## config.mk

```make
export PLATFORM = sky130hd
export DESIGN_NAME = four_register_integer_alu_unit_flat
export DESIGN_NICKNAME = d
export VERILOG_FILES = /design/src/rtl/core/fria_pkg.sv /design/src/rtl/core/fria_ifs.sv /design/src/rtl/core/fria_mul.sv /design/src/rtl/core/fria_div.sv /design/src/rtl/core/four_register_integer_alu_unit.sv /design/src/flat_wrapper.sv
export SDC_FILE = /design/constraint.sdc
export NUM_CORES = 2
export LEC_CHECK = 0
export BUFFER_PORTS_ARGS = -buffer_cell sky130_fd_sc_hd__buf_4
export CAP_MARGIN = 5
export CORE_AREA = 2 2 305 307
export CTS_CLUSTER_SIZE = 25
export DETAILED_ROUTE_END_ITERATION = 10
export DIE_AREA = 0 0 307 309
export PLACE_DENSITY_LB_ADDON = 0.3
export SYNTH_ARGS = -nofsm -noshare
export SYNTH_HDL_FRONTEND = slang
export SYNTH_SLANG_ARGS = --single-unit
```

## constraint.sdc

```tcl
create_clock -name clk -period 15.25 [get_ports clk]
set_input_delay 1.525 -clock clk [delete_from_list [all_inputs] [get_ports clk]]
set_output_delay 1.525 -clock clk [all_outputs]
set_load 0.03 [all_outputs]
```

## src/rtl/core/fria_pkg.sv

```systemverilog
package fria_pkg;

  localparam int unsigned WORD_W = 64;
  localparam int unsigned NUM_REGS = 4;
  localparam int unsigned REG_IDX_W = $clog2(NUM_REGS);
  localparam int unsigned STEP_CNT_W = $clog2(WORD_W);
  localparam int unsigned MODE_W = 3;
  localparam int unsigned FAULT_W = 2;

  typedef logic [WORD_W-1:0] word_t;
  typedef logic [REG_IDX_W-1:0] reg_idx_t;
  typedef logic [STEP_CNT_W-1:0] step_cnt_t;
  typedef logic [FAULT_W-1:0] fault_t;

  typedef enum logic [MODE_W-1:0] {
    OP_LOAD  = 3'd0,
    OP_ADD   = 3'd1,
    OP_MUL   = 3'd2,
    OP_DIV   = 3'd3,
    OP_MOD   = 3'd4,
    OP_EQL   = 3'd5,
    OP_CLEAR = 3'd6
  } op_t;

  localparam fault_t FLT_OK         = 2'd0;
  localparam fault_t FLT_DIV_ZERO   = 2'd1;
  localparam fault_t FLT_MOD_NONPOS = 2'd2;
  localparam fault_t FLT_UNUSED     = 2'd3;

  typedef enum logic [1:0] {
    ST_IDLE,
    ST_EXEC,
    ST_RUN,
    ST_WB
  } state_t;

  typedef struct packed {
    logic mul_done;
    logic div_done;
  } unit_status_t;

endpackage

```

## src/rtl/core/fria_ifs.sv

```systemverilog
interface fria_in_if;
  logic                valid;
  logic                ready;
  logic [2:0]          mode;
  logic [1:0]          dest_reg;
  logic                use_register;
  logic [1:0]          source_reg;
  logic signed [63:0]  immediate;

  modport source (
    output valid, mode, dest_reg, use_register, source_reg, immediate,
    input  ready
  );
  modport sink (
    input  valid, mode, dest_reg, use_register, source_reg, immediate,
    output ready
  );
endinterface

interface fria_out_if;
  logic                valid;
  logic                ready;
  logic signed [63:0]  result;
  logic [1:0]          fault;

  modport source (
    output valid, result, fault,
    input  ready
  );
  modport sink (
    input  valid, result, fault,
    output ready
  );
endinterface

```

## src/rtl/core/fria_mul.sv

```systemverilog
module fria_mul (
  input  logic           clk,
  input  logic           rst_n,
  input  logic           start,
  input  fria_pkg::word_t a,
  input  fria_pkg::word_t b,
  output logic           done,
  output fria_pkg::word_t product
);

  logic                  busy_r, busy_nxt;
  logic                  done_r, done_nxt;
  fria_pkg::step_cnt_t   cnt_r, cnt_nxt;
  fria_pkg::word_t       acc_r, acc_nxt;
  fria_pkg::word_t       mcand_r, mcand_nxt;
  fria_pkg::word_t       mplier_r, mplier_nxt;

  localparam fria_pkg::step_cnt_t LAST_STEP = fria_pkg::step_cnt_t'(fria_pkg::WORD_W - 1);

  always_comb begin
    busy_nxt   = busy_r;
    done_nxt   = 1'b0;
    cnt_nxt    = cnt_r;
    acc_nxt    = acc_r;
    mcand_nxt  = mcand_r;
    mplier_nxt = mplier_r;
    if (start) begin
      busy_nxt   = 1'b1;
      cnt_nxt    = '0;
      acc_nxt    = '0;
      mcand_nxt  = a;
      mplier_nxt = b;
    end else if (busy_r) begin
      // add one partial product per cycle
      acc_nxt    = mplier_r[0] ? (acc_r + mcand_r) : acc_r;
      mcand_nxt  = {mcand_r[fria_pkg::WORD_W-2:0], 1'b0};
      mplier_nxt = {1'b0, mplier_r[fria_pkg::WORD_W-1:1]};
      cnt_nxt    = cnt_r + 1'b1;
      if (cnt_r == LAST_STEP) begin
        busy_nxt = 1'b0;
        done_nxt = 1'b1;
      end
    end
  end

  always_ff @(posedge clk) begin
    if (!rst_n) begin
      busy_r <= 1'b0;
      done_r <= 1'b0;
      cnt_r  <= '0;
    end else begin
      busy_r <= busy_nxt;
      done_r <= done_nxt;
      cnt_r  <= cnt_nxt;
    end
  end

  always_ff @(posedge clk) begin
    acc_r    <= acc_nxt;
    mcand_r  <= mcand_nxt;
    mplier_r <= mplier_nxt;
  end

  assign done    = done_r;
  assign product = acc_r;

endmodule

```

## src/rtl/core/fria_div.sv

```systemverilog
module fria_div (
  input  logic            clk,
  input  logic            rst_n,
  input  logic            start,
  input  fria_pkg::word_t a,
  input  fria_pkg::word_t b,
  output logic            done,
  output fria_pkg::word_t quotient,
  output fria_pkg::word_t remainder
);

  localparam int unsigned W = fria_pkg::WORD_W;
  localparam fria_pkg::step_cnt_t LAST_STEP = fria_pkg::step_cnt_t'(W - 1);

  logic                  busy_r, busy_nxt;
  logic                  done_r, done_nxt;
  fria_pkg::step_cnt_t   cnt_r, cnt_nxt;
  fria_pkg::word_t       quo_r, quo_nxt;
  fria_pkg::word_t       rem_r, rem_nxt;
  fria_pkg::word_t       dvs_r, dvs_nxt;
  logic                  neg_q_r, neg_q_nxt;
  logic                  neg_r_r, neg_r_nxt;
  logic [W:0]            shifted;
  logic [W:0]            diff;

  assign shifted = {rem_r, quo_r[W-1]};
  assign diff    = shifted - {1'b0, dvs_r};

  always_comb begin
    busy_nxt  = busy_r;
    done_nxt  = 1'b0;
    cnt_nxt   = cnt_r;
    quo_nxt   = quo_r;
    rem_nxt   = rem_r;
    dvs_nxt   = dvs_r;
    neg_q_nxt = neg_q_r;
    neg_r_nxt = neg_r_r;
    if (start) begin
      busy_nxt  = 1'b1;
      cnt_nxt   = '0;
      rem_nxt   = '0;
      quo_nxt   = a[W-1] ? (~a + 1'b1) : a;
      dvs_nxt   = b[W-1] ? (~b + 1'b1) : b;
      neg_q_nxt = a[W-1] ^ b[W-1];
      neg_r_nxt = a[W-1];
    end else if (busy_r) begin
      // one quotient bit per cycle, restoring
      if (!diff[W]) begin
        rem_nxt = diff[W-1:0];
        quo_nxt = {quo_r[W-2:0], 1'b1};
      end else begin
        rem_nxt = shifted[W-1:0];
        quo_nxt = {quo_r[W-2:0], 1'b0};
      end
      cnt_nxt = cnt_r + 1'b1;
      if (cnt_r == LAST_STEP) begin
        busy_nxt = 1'b0;
        done_nxt = 1'b1;
      end
    end
  end

  always_ff @(posedge clk) begin
    if (!rst_n) begin
      busy_r <= 1'b0;
      done_r <= 1'b0;
      cnt_r  <= '0;
    end else begin
      busy_r <= busy_nxt;
      done_r <= done_nxt;
      cnt_r  <= cnt_nxt;
    end
  end

  always_ff @(posedge clk) begin
    quo_r   <= quo_nxt;
    rem_r   <= rem_nxt;
    dvs_r   <= dvs_nxt;
    neg_q_r <= neg_q_nxt;
    neg_r_r <= neg_r_nxt;
  end

  assign done      = done_r;
  assign quotient  = neg_q_r ? (~quo_r + 1'b1) : quo_r;
  assign remainder = neg_r_r ? (~rem_r + 1'b1) : rem_r;

endmodule

```

## src/rtl/core/four_register_integer_alu_unit.sv

```systemverilog
// Channel  Dir  Handshake      Payload
// in_ch    in   valid / ready  mode, dest_reg, use_register, source_reg, immediate
// out_ch   out  valid / ready  result, fault
//
// Multiply, divide and remainder run in the serial units: the shift-add multiplier
// and the restoring divider retire one bit a cycle; no item is taken meanwhile.
// Load, add, equality, clear, faults and the unused opcode skip the serial units.
// A held result in the output register does not block the next item; a second
// result waits in the write-back state until out_ch takes the first.
// Reset (rst_n low, synchronous) makes all four registers read 0, empties out_ch.
module four_register_integer_alu_unit (
  input  logic              clk,
  input  logic              rst_n,
  fria_in_if.sink           in_ch,
  fria_out_if.source        out_ch
);

  localparam int unsigned W = fria_pkg::WORD_W;

  fria_pkg::state_t         state_r, state_nxt;

  fria_pkg::word_t          mem [fria_pkg::NUM_REGS];
  logic [fria_pkg::NUM_REGS-1:0] vld_r;

  fria_pkg::word_t          mem_a_r, mem_b_r, imm_r;
  logic                     vld_a_r, vld_b_r;
  logic                     b_from_reg_r;
  logic [fria_pkg::MODE_W-1:0] mode_r;
  fria_pkg::reg_idx_t       dest_r;

  fria_pkg::word_t          op_a, op_b;

  fria_pkg::word_t          res_r, res_nxt;
  fria_pkg::fault_t         fault_r, fault_nxt;
  logic                     res_ld;

  logic                     wr_en;
  fria_pkg::reg_idx_t       wr_addr;
  fria_pkg::word_t          wr_data;
  logic                     clr_all;

  logic                     mul_start, div_start;
  fria_pkg::unit_status_t   unit_st;
  fria_pkg::word_t          mul_product, div_quo, div_rem;

  logic                     accept;
  logic                     out_valid_r;
  fria_pkg::word_t          out_result_r;
  fria_pkg::fault_t         out_fault_r;
  logic                     out_free;
  logic                     serial_op;

  assign accept   = in_ch.valid && in_ch.ready;
  assign out_free = !out_valid_r || out_ch.ready;

  assign op_a = vld_a_r ? mem_a_r : '0;
  assign op_b = b_from_reg_r ? (vld_b_r ? mem_b_r : '0) : imm_r;

  always_comb begin
    unique case (mode_r)
      fria_pkg::OP_MUL: serial_op = 1'b1;
      fria_pkg::OP_DIV: serial_op = (op_b != '0);
      fria_pkg::OP_MOD: serial_op = (op_b != '0) && !op_b[W-1];
      default:          serial_op = 1'b0;
    endcase
  end

  // next state
  always_comb begin
    state_nxt = state_r;
    unique case (state_r)
      fria_pkg::ST_IDLE: if (in_ch.valid) state_nxt = fria_pkg::ST_EXEC;
      fria_pkg::ST_EXEC: state_nxt = serial_op ? fria_pkg::ST_RUN : fria_pkg::ST_WB;
      fria_pkg::ST_RUN:  if (unit_st.mul_done || unit_st.div_done) state_nxt = fria_pkg::ST_WB;
      fria_pkg::ST_WB:   if (out_free) state_nxt = fria_pkg::ST_IDLE;
      default:           state_nxt = fria_pkg::ST_IDLE;
    endcase
  end

  // outputs and datapath control
  always_comb begin
    in_ch.ready = (state_r == fria_pkg::ST_IDLE);
    mul_start   = 1'b0;
    div_start   = 1'b0;
    wr_en       = 1'b0;
    wr_addr     = dest_r;
    wr_data     = '0;
    clr_all     = 1'b0;
    res_ld      = 1'b0;
    res_nxt     = op_a;
    fault_nxt   = fria_pkg::FLT_OK;
    unique case (state_r)
      fria_pkg::ST_EXEC: begin
        res_ld = !serial_op;
        unique case (mode_r)
          fria_pkg::OP_LOAD: begin
            wr_en   = 1'b1;
            wr_addr = '0;
            wr_data = imm_r;
            res_nxt = imm_r;
          end
          fria_pkg::OP_ADD: begin
            wr_en   = 1'b1;
            wr_data = op_a + op_b;
            res_nxt = wr_data;
          end
          fria_pkg::OP_MUL: mul_start = 1'b1;
          fria_pkg::OP_DIV: begin
            div_start = serial_op;
            if (!serial_op) fault_nxt = fria_pkg::FLT_DIV_ZERO;
          end
          fria_pkg::OP_MOD: begin
            div_start = serial_op;
            if (!serial_op) fault_nxt = fria_pkg::FLT_MOD_NONPOS;
          end
          fria_pkg::OP_EQL: begin
            wr_en   = 1'b1;
            wr_data = (op_a == op_b) ? fria_pkg::word_t'(1) : '0;
            res_nxt = wr_data;
          end
          fria_pkg::OP_CLEAR: begin
            clr_all = 1'b1;
            res_nxt = '0;
          end
          default: ;
        endcase
      end
      fria_pkg::ST_RUN: begin
        if (unit_st.mul_done || unit_st.div_done) begin
          wr_en   = 1'b1;
          res_ld  = 1'b1;
          wr_data = unit_st.mul_done ? mul_product
                  : ((mode_r == fria_pkg::OP_DIV) ? div_quo : div_rem);
          res_nxt = wr_data;
        end
      end
      default: ;
    endcase
  end

  always_ff @(posedge clk) begin
    if (!rst_n) begin
      state_r     <= fria_pkg::ST_IDLE;
      vld_r       <= '0;
      out_valid_r <= 1'b0;
    end else begin
      state_r <= state_nxt;
      if (clr_all) begin
        vld_r <= '0;
      end else if (wr_en) begin
        vld_r[wr_addr] <= 1'b1;
      end
      if (state_r == fria_pkg::ST_WB && out_free) begin
        out_valid_r <= 1'b1;
      end else if (out_ch.ready) begin
        out_valid_r <= 1'b0;
      end
    end
  end

  always_ff @(posedge clk) begin
    if (wr_en) begin
      mem[wr_addr] <= wr_data;
    end
  end

  always_ff @(posedge clk) begin
    if (accept) begin
      mem_a_r      <= mem[in_ch.dest_reg];
      mem_b_r      <= mem[in_ch.source_reg];
      vld_a_r      <= vld_r[in_ch.dest_reg];
      vld_b_r      <= vld_r[in_ch.source_reg];
      imm_r        <= in_ch.immediate;
      mode_r       <= in_ch.mode;
      dest_r       <= in_ch.dest_reg;
      b_from_reg_r <= in_ch.use_register && (in_ch.mode != fria_pkg::OP_LOAD);
    end
    if (res_ld) begin
      res_r   <= res_nxt;
      fault_r <= fault_nxt;
    end
    if (state_r == fria_pkg::ST_WB && out_free) begin
      out_result_r <= res_r;
      out_fault_r  <= fault_r;
    end
  end

  fria_mul u_mul (
    .clk     (clk),
    .rst_n   (rst_n),
    .start   (mul_start),
    .a       (op_a),
    .b       (op_b),
    .done    (unit_st.mul_done),
    .product (mul_product)
  );

  fria_div u_div (
    .clk       (clk),
    .rst_n     (rst_n),
    .start     (div_start),
    .a         (op_a),
    .b         (op_b),
    .done      (unit_st.div_done),
    .quotient  (div_quo),
    .remainder (div_rem)
  );

  assign out_ch.valid  = out_valid_r;
  assign out_ch.result = out_result_r;
  assign out_ch.fault  = out_fault_r;

endmodule

```

## src/flat_wrapper.sv

```systemverilog
// flat-port wrapper written by rule: the top's interface ports become plain ports
module four_register_integer_alu_unit_flat 
  (clk, rst_n, in_ch_valid, in_ch_mode, in_ch_dest_reg, in_ch_use_register, in_ch_source_reg, in_ch_immediate, in_ch_ready, out_ch_valid, out_ch_result, out_ch_fault, out_ch_ready);
  fria_in_if in_ch_i ();
  fria_out_if out_ch_i ();
  input  logic clk;
  input  logic rst_n;
  input wire logic [$bits(in_ch_i.valid)-1:0] in_ch_valid;
  input wire logic [$bits(in_ch_i.mode)-1:0] in_ch_mode;
  input wire logic [$bits(in_ch_i.dest_reg)-1:0] in_ch_dest_reg;
  input wire logic [$bits(in_ch_i.use_register)-1:0] in_ch_use_register;
  input wire logic [$bits(in_ch_i.source_reg)-1:0] in_ch_source_reg;
  input wire logic [$bits(in_ch_i.immediate)-1:0] in_ch_immediate;
  output wire logic [$bits(in_ch_i.ready)-1:0] in_ch_ready;
  output wire logic [$bits(out_ch_i.valid)-1:0] out_ch_valid;
  output wire logic [$bits(out_ch_i.result)-1:0] out_ch_result;
  output wire logic [$bits(out_ch_i.fault)-1:0] out_ch_fault;
  input wire logic [$bits(out_ch_i.ready)-1:0] out_ch_ready;
  assign in_ch_i.valid = in_ch_valid;
  assign in_ch_i.mode = in_ch_mode;
  assign in_ch_i.dest_reg = in_ch_dest_reg;
  assign in_ch_i.use_register = in_ch_use_register;
  assign in_ch_i.source_reg = in_ch_source_reg;
  assign in_ch_i.immediate = in_ch_immediate;
  assign in_ch_ready = in_ch_i.ready;
  assign out_ch_valid = out_ch_i.valid;
  assign out_ch_result = out_ch_i.result;
  assign out_ch_fault = out_ch_i.fault;
  assign out_ch_i.ready = out_ch_ready;
  four_register_integer_alu_unit u_core (.clk(clk), .rst_n(rst_n), .in_ch(in_ch_i), .out_ch(out_ch_i));
endmodule
```

== Word-level counts from Yosys, hierarchy flattened ==
Memories as Yosys holds them, arrays and structs flattened. A register that Yosys moved wholly into a read port is not among the register bits.
Cells that the tools add are included.
W data, S select, Z words.
Storage, ports and cells
  register bits: 613
  bits in writable memories: 256
  input port bits: 76
  output and inout port bits: 68
  memories kept: 1
Memories
  u_core.mem: depth 4, width 64, read ports 2, clocked after memory_dff 2, wr ports 1, RTL line four_register_integer_alu_unit.sv:22  | fria_pkg::word_t mem [fria_pkg::NUM_REGS];
Operators by class
  add/sub/neg operators: 9
  order comparisons: 4
  eq/ne operators: 15
  muxes and demuxes: 63
  bitwise gates (word level): 9
  reduce and logical (&&, ||, !) cells: 26
Operator list (count)
  $mux W64: 17
  $add A64 B1 Y64 const B: 4
  $not A64 Y64: 4
  $pmux W64 S2: 2
  $pmux W64 S4: 1
  $pmux W64 S3: 1
  $add A64 B64 Y64: 2
  $sub A65 B64 Y65: 1
  $eq A64 B64 Y1: 1
  $reduce_bool A64 Y1: 1
  $mux W63: 1
  $mux W1: 27
  $add A6 B1 Y6 const B: 2
  $eq A6 B6 Y1 const B: 2
  $mux W2: 6
  $eq A3 B3 Y1 const B: 3
  $lt A2 B3 Y1 const B: 3
  $reduce_or A3 Y1: 3
  $pmux W2 S4: 1
  $reduce_or A2 Y1: 4
  $eq A3 B2 Y1 const B: 2
  $reduce_bool A2 Y1: 3
  $logic_and A1 B1 Y1: 5
  $bmux W1 S2: 2
  other kinds (20): 28

== Logic depth before layout (Yosys ltp) ==
  depth after elaboration: 8
  mapped depth: 24

== Cells and area by module ==
Synthesis repeated with hierarchy kept, for this count alone.
Second synthesis, totals
  cells, all modules: 5650
  area total of the unflattened synthesis: 59407.0 um2
By module, submodules not included
  four_register_integer_alu_unit: times used 1, cells an instance 2457, area each 30729.5 um2
  fria_div: times used 1, cells an instance 2078, area each 17165.2 um2
  fria_mul: times used 1, cells an instance 1115, area each 11512.3 um2

== Worst setup path before layout ==
Ideal clock, no wire load.
  path kind: register to register
  from: register u_core.b_from_reg_r
  to: register u_core.fault_r[0] (enable)
  library setup time: 0.490 ns
  data arrival time: 6.452 ns
  setup slack: 8.308 ns
  cell stages (with the launch flop): 21
  path buffers: 7
  path through: edfxtp_1 -> buf_6 -> buf_6 -> and2_4 -> buf_6 -> buf_6 -> buf_6 -> clkbuf_1 -> clkbuf_1 -> a22oi_1 -> ha_1 -> and3b_1 -> and2_1 -> nand2_1 -> or4_1 -> nor2_4 -> a31oi_1 -> nand2b_1 -> a21oi_1 -> nor2_1 -> nor2_1
On the way
  longest elaborated chain between the ends: 6
  elaborated cells on any way between the ends: 7
  classes of those cells: mux: 3; reduce/logical: 4
Ends and longest elaborated chain
  start: declaration: RTL line four_register_integer_alu_unit.sv:27  | logic b_from_reg_r;
  start signal: assignment: RTL line four_register_integer_alu_unit.sv:176  | b_from_reg_r <= in_ch.use_register && (in_ch.mode != fria_pkg::OP_LOAD);
  $mux W64 (*): RTL line four_register_integer_alu_unit.sv:57  | assign op_b = b_from_reg_r ? (vld_b_r ? mem_b_r : '0) : imm_r;
  $reduce_bool A64 Y1 / $logic_not A1 Y1 (equally long branches): RTL line four_register_integer_alu_unit.sv:62, four_register_integer_alu_unit.sv:63
  $logic_and A1 B1 Y1: RTL line four_register_integer_alu_unit.sv:63  | fria_pkg::OP_MOD: serial_op = (op_b != '0) && !op_b[W-1];
  $pmux W1 S3 (*): RTL line four_register_integer_alu_unit.sv:60  | unique case (mode_r)
  $logic_not A1 Y1 (*): RTL line four_register_integer_alu_unit.sv:94  | res_ld = !serial_op;
  $pmux W1 S2 (*): RTL line four_register_integer_alu_unit.sv:92  | unique case (state_r)
  named net u_core.res_ld: RTL line four_register_integer_alu_unit.sv:35  | logic res_ld;
  end signal: assignment: RTL line four_register_integer_alu_unit.sv:180  | fault_r <= fault_nxt;
  end: declaration: RTL line four_register_integer_alu_unit.sv:34  | fria_pkg::fault_t fault_r, fault_nxt;
The timed path passes the listed nets; every way through them passes the cells marked *.
A chain may end at the register's enable or synchronous reset.

== Worst setup path after layout ==
  from: register u_core.vld_b_r
  to: register u_core.res_r[0], data pin
On the way
  longest elaborated chain between the ends: 6
  elaborated cells on any way between the ends: 7
  classes of those cells: add/sub: 1; eq/ne: 1; mux: 5
Ends and longest elaborated chain
  start: declaration: RTL line four_register_integer_alu_unit.sv:26  | logic vld_a_r, vld_b_r;
  start signal: assignment: RTL line four_register_integer_alu_unit.sv:172  | vld_b_r <= vld_r[in_ch.source_reg];
  $mux W64 (*) (2 in series): RTL line four_register_integer_alu_unit.sv:57
  branches (longest 2 deep; another with $add A64 B64 Y64)
  $pmux W64 S4 (*): RTL line four_register_integer_alu_unit.sv:95  | unique case (mode_r)
  $pmux W64 S2 (*): RTL line four_register_integer_alu_unit.sv:92
  named net u_core.res_nxt[0]: RTL line four_register_integer_alu_unit.sv:33  | fria_pkg::word_t res_r, res_nxt;
  end signal: assignment: RTL line four_register_integer_alu_unit.sv:179  | res_r <= res_nxt;
  end: declaration: RTL line four_register_integer_alu_unit.sv:33
Mark *: on every way through the listed nets, which the timed path passes.

==> flow_metrics.tcl <==
set metrics [dict create \
    required_ns 15.81 \
    vias 50060 \
    synth_cells 5693 \
    drt-initial-drc-count 8820 \
    cts.path.max_buffers 3 \
    cts_made_buffers 101 \
    cts_tree "yes" \
    worstRegToRegCells 16 \
    path_clk_slew_ns 0.07 \
    post-route-min-period_ns 6.343 \
    maxCapViolCount 0 \
    cp_max_fo 41 \
    drive_gt1_share_pct 10.60 \
    clkSinkCount 997 \
    irDropWorstVdd_uv 165.7 \
    synth_cell_types 109 \
    synth_seq_cells 997 \
    power_density_nw_per_um2 187.8 \
    cts-root-buf "clkbuf_16" \
    worstSetupEndpointType "flip-flop" \
    hold_ws_ns 0.4196 \
    top_layer "met5" \
    fin_skew_ns 0.06001 \
    setup_tns_ns 0 \
    die_w_um 307 \
    initial_core_util_pct 64.51 \
    post-route-drc-count 0 \
    hold_depth 0 \
    setup_viol 0 \
    synth_fp_nets 5928 \
    overflow 0 \
    met3_wirelength_mm 39.68 \
    fmax_mhz 157.7 \
    yosysSeqAreaShare_pct 48.22 \
    hold_path_class "reg -> reg" \
    antenna_left 0 \
    grt_pass1_vias 45380 \
    startpoint_type "flip-flop" \
    grt_max_degree 100 \
    cts.htree.levels 3 \
    die_area_sq_um 94860 \
    wl_per_cell_um 31.20 \
    postCtsHoldBufs 0 \
    clock_latency_ns 0.75 \
    p_leak_nw 23.49 \
    routed_via_density 7.200 \
    tightest_slew_ns 1.229 \
    wirelength_mm 217.0 \
    place.gp.congestion 1.082 \
    place_hpwl_mm 158.6 \
    core_sq_um 91390 \
    grt_usage_pct 45.08 \
    grt_pass1_wl_mm 310.4 \
    nets 5910 \
    syn_avg_cell_area_sq_um 10.35 \
    antenna_found_initial 12 \
    rsz0062_at_grt "no" \
    portBuffers 143 \
    post_cts_buffers 0 \
    synth_flop_cell "edfxtp_1" \
    hold_viol_final 0 \
    dr.pass1.iters 7 \
    fp-row-count 111 \
    yosys_warnings 0 \
    fillerInstances 6612 \
    async_flop_share_pct 0 \
    status "finished, final reports clean" \
    slew_headroom_pct 17.18 \
    die_h_um 309 \
    power_mw 12.07 \
    synthesis.area_sq_um 58950 \
    met1_length_mm 83.41 \
    cts_resized 0 \
    worstPathArrival_ns 6.91 \
    synth-edff-count 846 \
    syn_to_final_growth_pct 9.025 \
    period_share_pct 41.59 \
    ios 144 \
    slew_violations 0 \
    dr_wl_met2_mm 85.21 \
    crit_type "reg -> reg" \
]
## cell type report
cell class / count / area, sq um / share of cell area [%]
Antenna cell: 4 / 10.01 / 0.01557
Clock buffer: 126 / 2683 / 4.174
Clock inverter: 65 / 768.2 / 1.195
Inverter: 182 / 684.4 / 1.065
Multi-Input combinational cell: 4171 / 28540 / 44.41
Sequential cell: 997 / 28430 / 44.24
Tap cell: 1186 / 1484 / 2.309
Timing Repair Buffer: 222 / 1667 / 2.593
## path summary, 6_finish.rpt
path	endpoint	startpoint	slack, ns
worst max-delay path	u_core.res_r[0]	u_core.vld_b_r	8.91
worst min register to register	u_core.out_ch.result[2]	u_core.res_r[2]	0.42
worst max register to register	u_core.res_r[0]	u_core.vld_b_r	8.91
worst min-delay path	u_core.out_ch.result[2]	u_core.res_r[2]	0.42
## critical path: stages, from the launching register on
cell and delay, ns:
edfxtp_1 0.32, buf_4 0.43, and2_4 0.47, buf_4 0.53
a22oi_1 0.28, inv_1 0.17, ha_1 0.38, or4b_2 0.70
nor4_1 0.21, nand4_1 0.27, nor3_1 0.51, nand4_1 0.15
nor3_1 0.43, a221oi_1 0.10, o22a_1 0.22, nor2_1 0.64
a21o_1 0.26
## per-stage QoR
step / cells / utilization (%) / setup slack (ns) / instance area, sq um
2_1_floorplan: 5693 / - / 8.308 / 58950
3_3_place_gp: 6758 / 66.54 / 9.411 / 60810
3_5_place_dp: 6758 / 66.54 / 9.290 / 60810
4_1_cts: 6949 / 70.32 / 9.253 / 64260
5_1_grt: 6949 / 70.32 / 8.849 / 64260
6_report: 6953 / 70.33 / 8.907 / 64270
## logic make-up (layout without fill, tap and decap cells)
family	count (synthesis)	in the layout	share of synthesized area [%]
fa+ha+maj	181	181	3.776
buf+inv	525	595	3.549
xor+xnor	457	457	6.803
compound gates	1674	1674	18.01
other cells	0	4	0
flops	997	997	48.22
simple gates	1656	1656	13.42
mux	203	203	6.221
## power breakdown
part / switching [mW] / total [mW] / internal, mW
Clock: 1.17 / 2.61 / 1.44
Sequential: 0.606 / 4.19 / 3.58
Combinational: 3.51 / 5.28 / 1.77
## cells in the mapped netlist (12+ instances only)
master / count / area (sq um)
o21ai_0: 453 / 2267
nand2_1: 654 / 2455
inv_1: 178 / 668.1
mux2i_1: 66 / 660.6
a22oi_1: 52 / 390.4
buf_1: 42 / 157.7
a22o_1: 14 / 122.6
nand2b_1: 46 / 287.8
clkbuf_1: 252 / 945.9
nor2b_1: 48 / 300.3
o22ai_1: 37 / 231.5
or2_2: 19 / 118.9
o21bai_1: 50 / 375.4
a21boi_0: 23 / 172.7
nor3_1: 95 / 475.5
or4_1: 28 / 210.2
a221oi_1: 16 / 140.1
maj3_1: 21 / 210.2
xor2_1: 167 / 1463
edfxtp_1: 846 / 25400
or3_1: 32 / 200.2
a221o_1: 12 / 120.1
o221ai_1: 13 / 113.9
and4_1: 14 / 122.6
nor4_1: 41 / 256.5
a211oi_1: 60 / 450.4
nor2_1: 309 / 1160
o41ai_1: 27 / 236.5
mux4_2: 130 / 2928
o21a_1: 37 / 277.8
a21o_1: 130 / 975.9
dfxtp_1: 151 / 3023
a21oi_1: 416 / 2082
nand4_1: 67 / 419.2
and3_1: 51 / 319.1
and2_1: 51 / 319.1
a31oi_1: 59 / 369.1
buf_2: 37 / 185.2
a41oi_1: 14 / 122.6
xnor2_1: 289 / 2531
ha_1: 157 / 1964
o21ai_1: 13 / 65.06
o31ai_1: 122 / 915.9
nand3_1: 137 / 685.7
## cell usage in the layout (no fill, tap or decap), types with 28 or more instances in the layout
master and count:
nor2_1 304, edfxtp_1 846, o21bai_1 50, nand3_1 136
or3_1 32, buf_4 222, a21oi_1 415, o21a_1 37
nor2b_1 47, and3_1 50, nor4_1 41, o22ai_1 37
o21ai_0 453, inv_1 177, mux2i_1 66, nand2_1 651
nand2b_1 46, a31oi_1 59, xor2_1 167, mux4_2 130
xnor2_1 289, nand4_1 67, dfxtp_1 149, and2_1 48
ha_1 157, a21o_1 130, or4_1 28, clkbuf_16 102
a22oi_1 51, a211oi_1 60, o31ai_1 122, nor3_1 93
## state kept, by name (all words and copies together) (netlist names), 3 cells and up
name	count
u_core.mem	256
u_core.u_div.cnt_r	6
u_core.vld_r	4
u_core.u_div.dvs_r	64
u_core.res_r	64
u_core.mem_a_r	64
u_core.mode_r	3
u_core.u_mul.cnt_r	6
u_core.u_mul.mcand_r	64
u_core.mem_b_r	64
u_core.u_div.quo_r	64
u_core.out_ch.result	64
u_core.u_div.rem_r	64
u_core.u_mul.mplier_r	64
u_core.imm_r	64
u_core.u_mul.product	64
## layer usage
layer / GRT usage [%] / vias to the layer above
met5: 0.6067 / -
met4: 14.35 / 10
met3: 21.50 / 541
met2: 60.17 / 4068
met1: 64.38 / 24080
li1: - / 21360
Power figures use the tool's default switching activity.
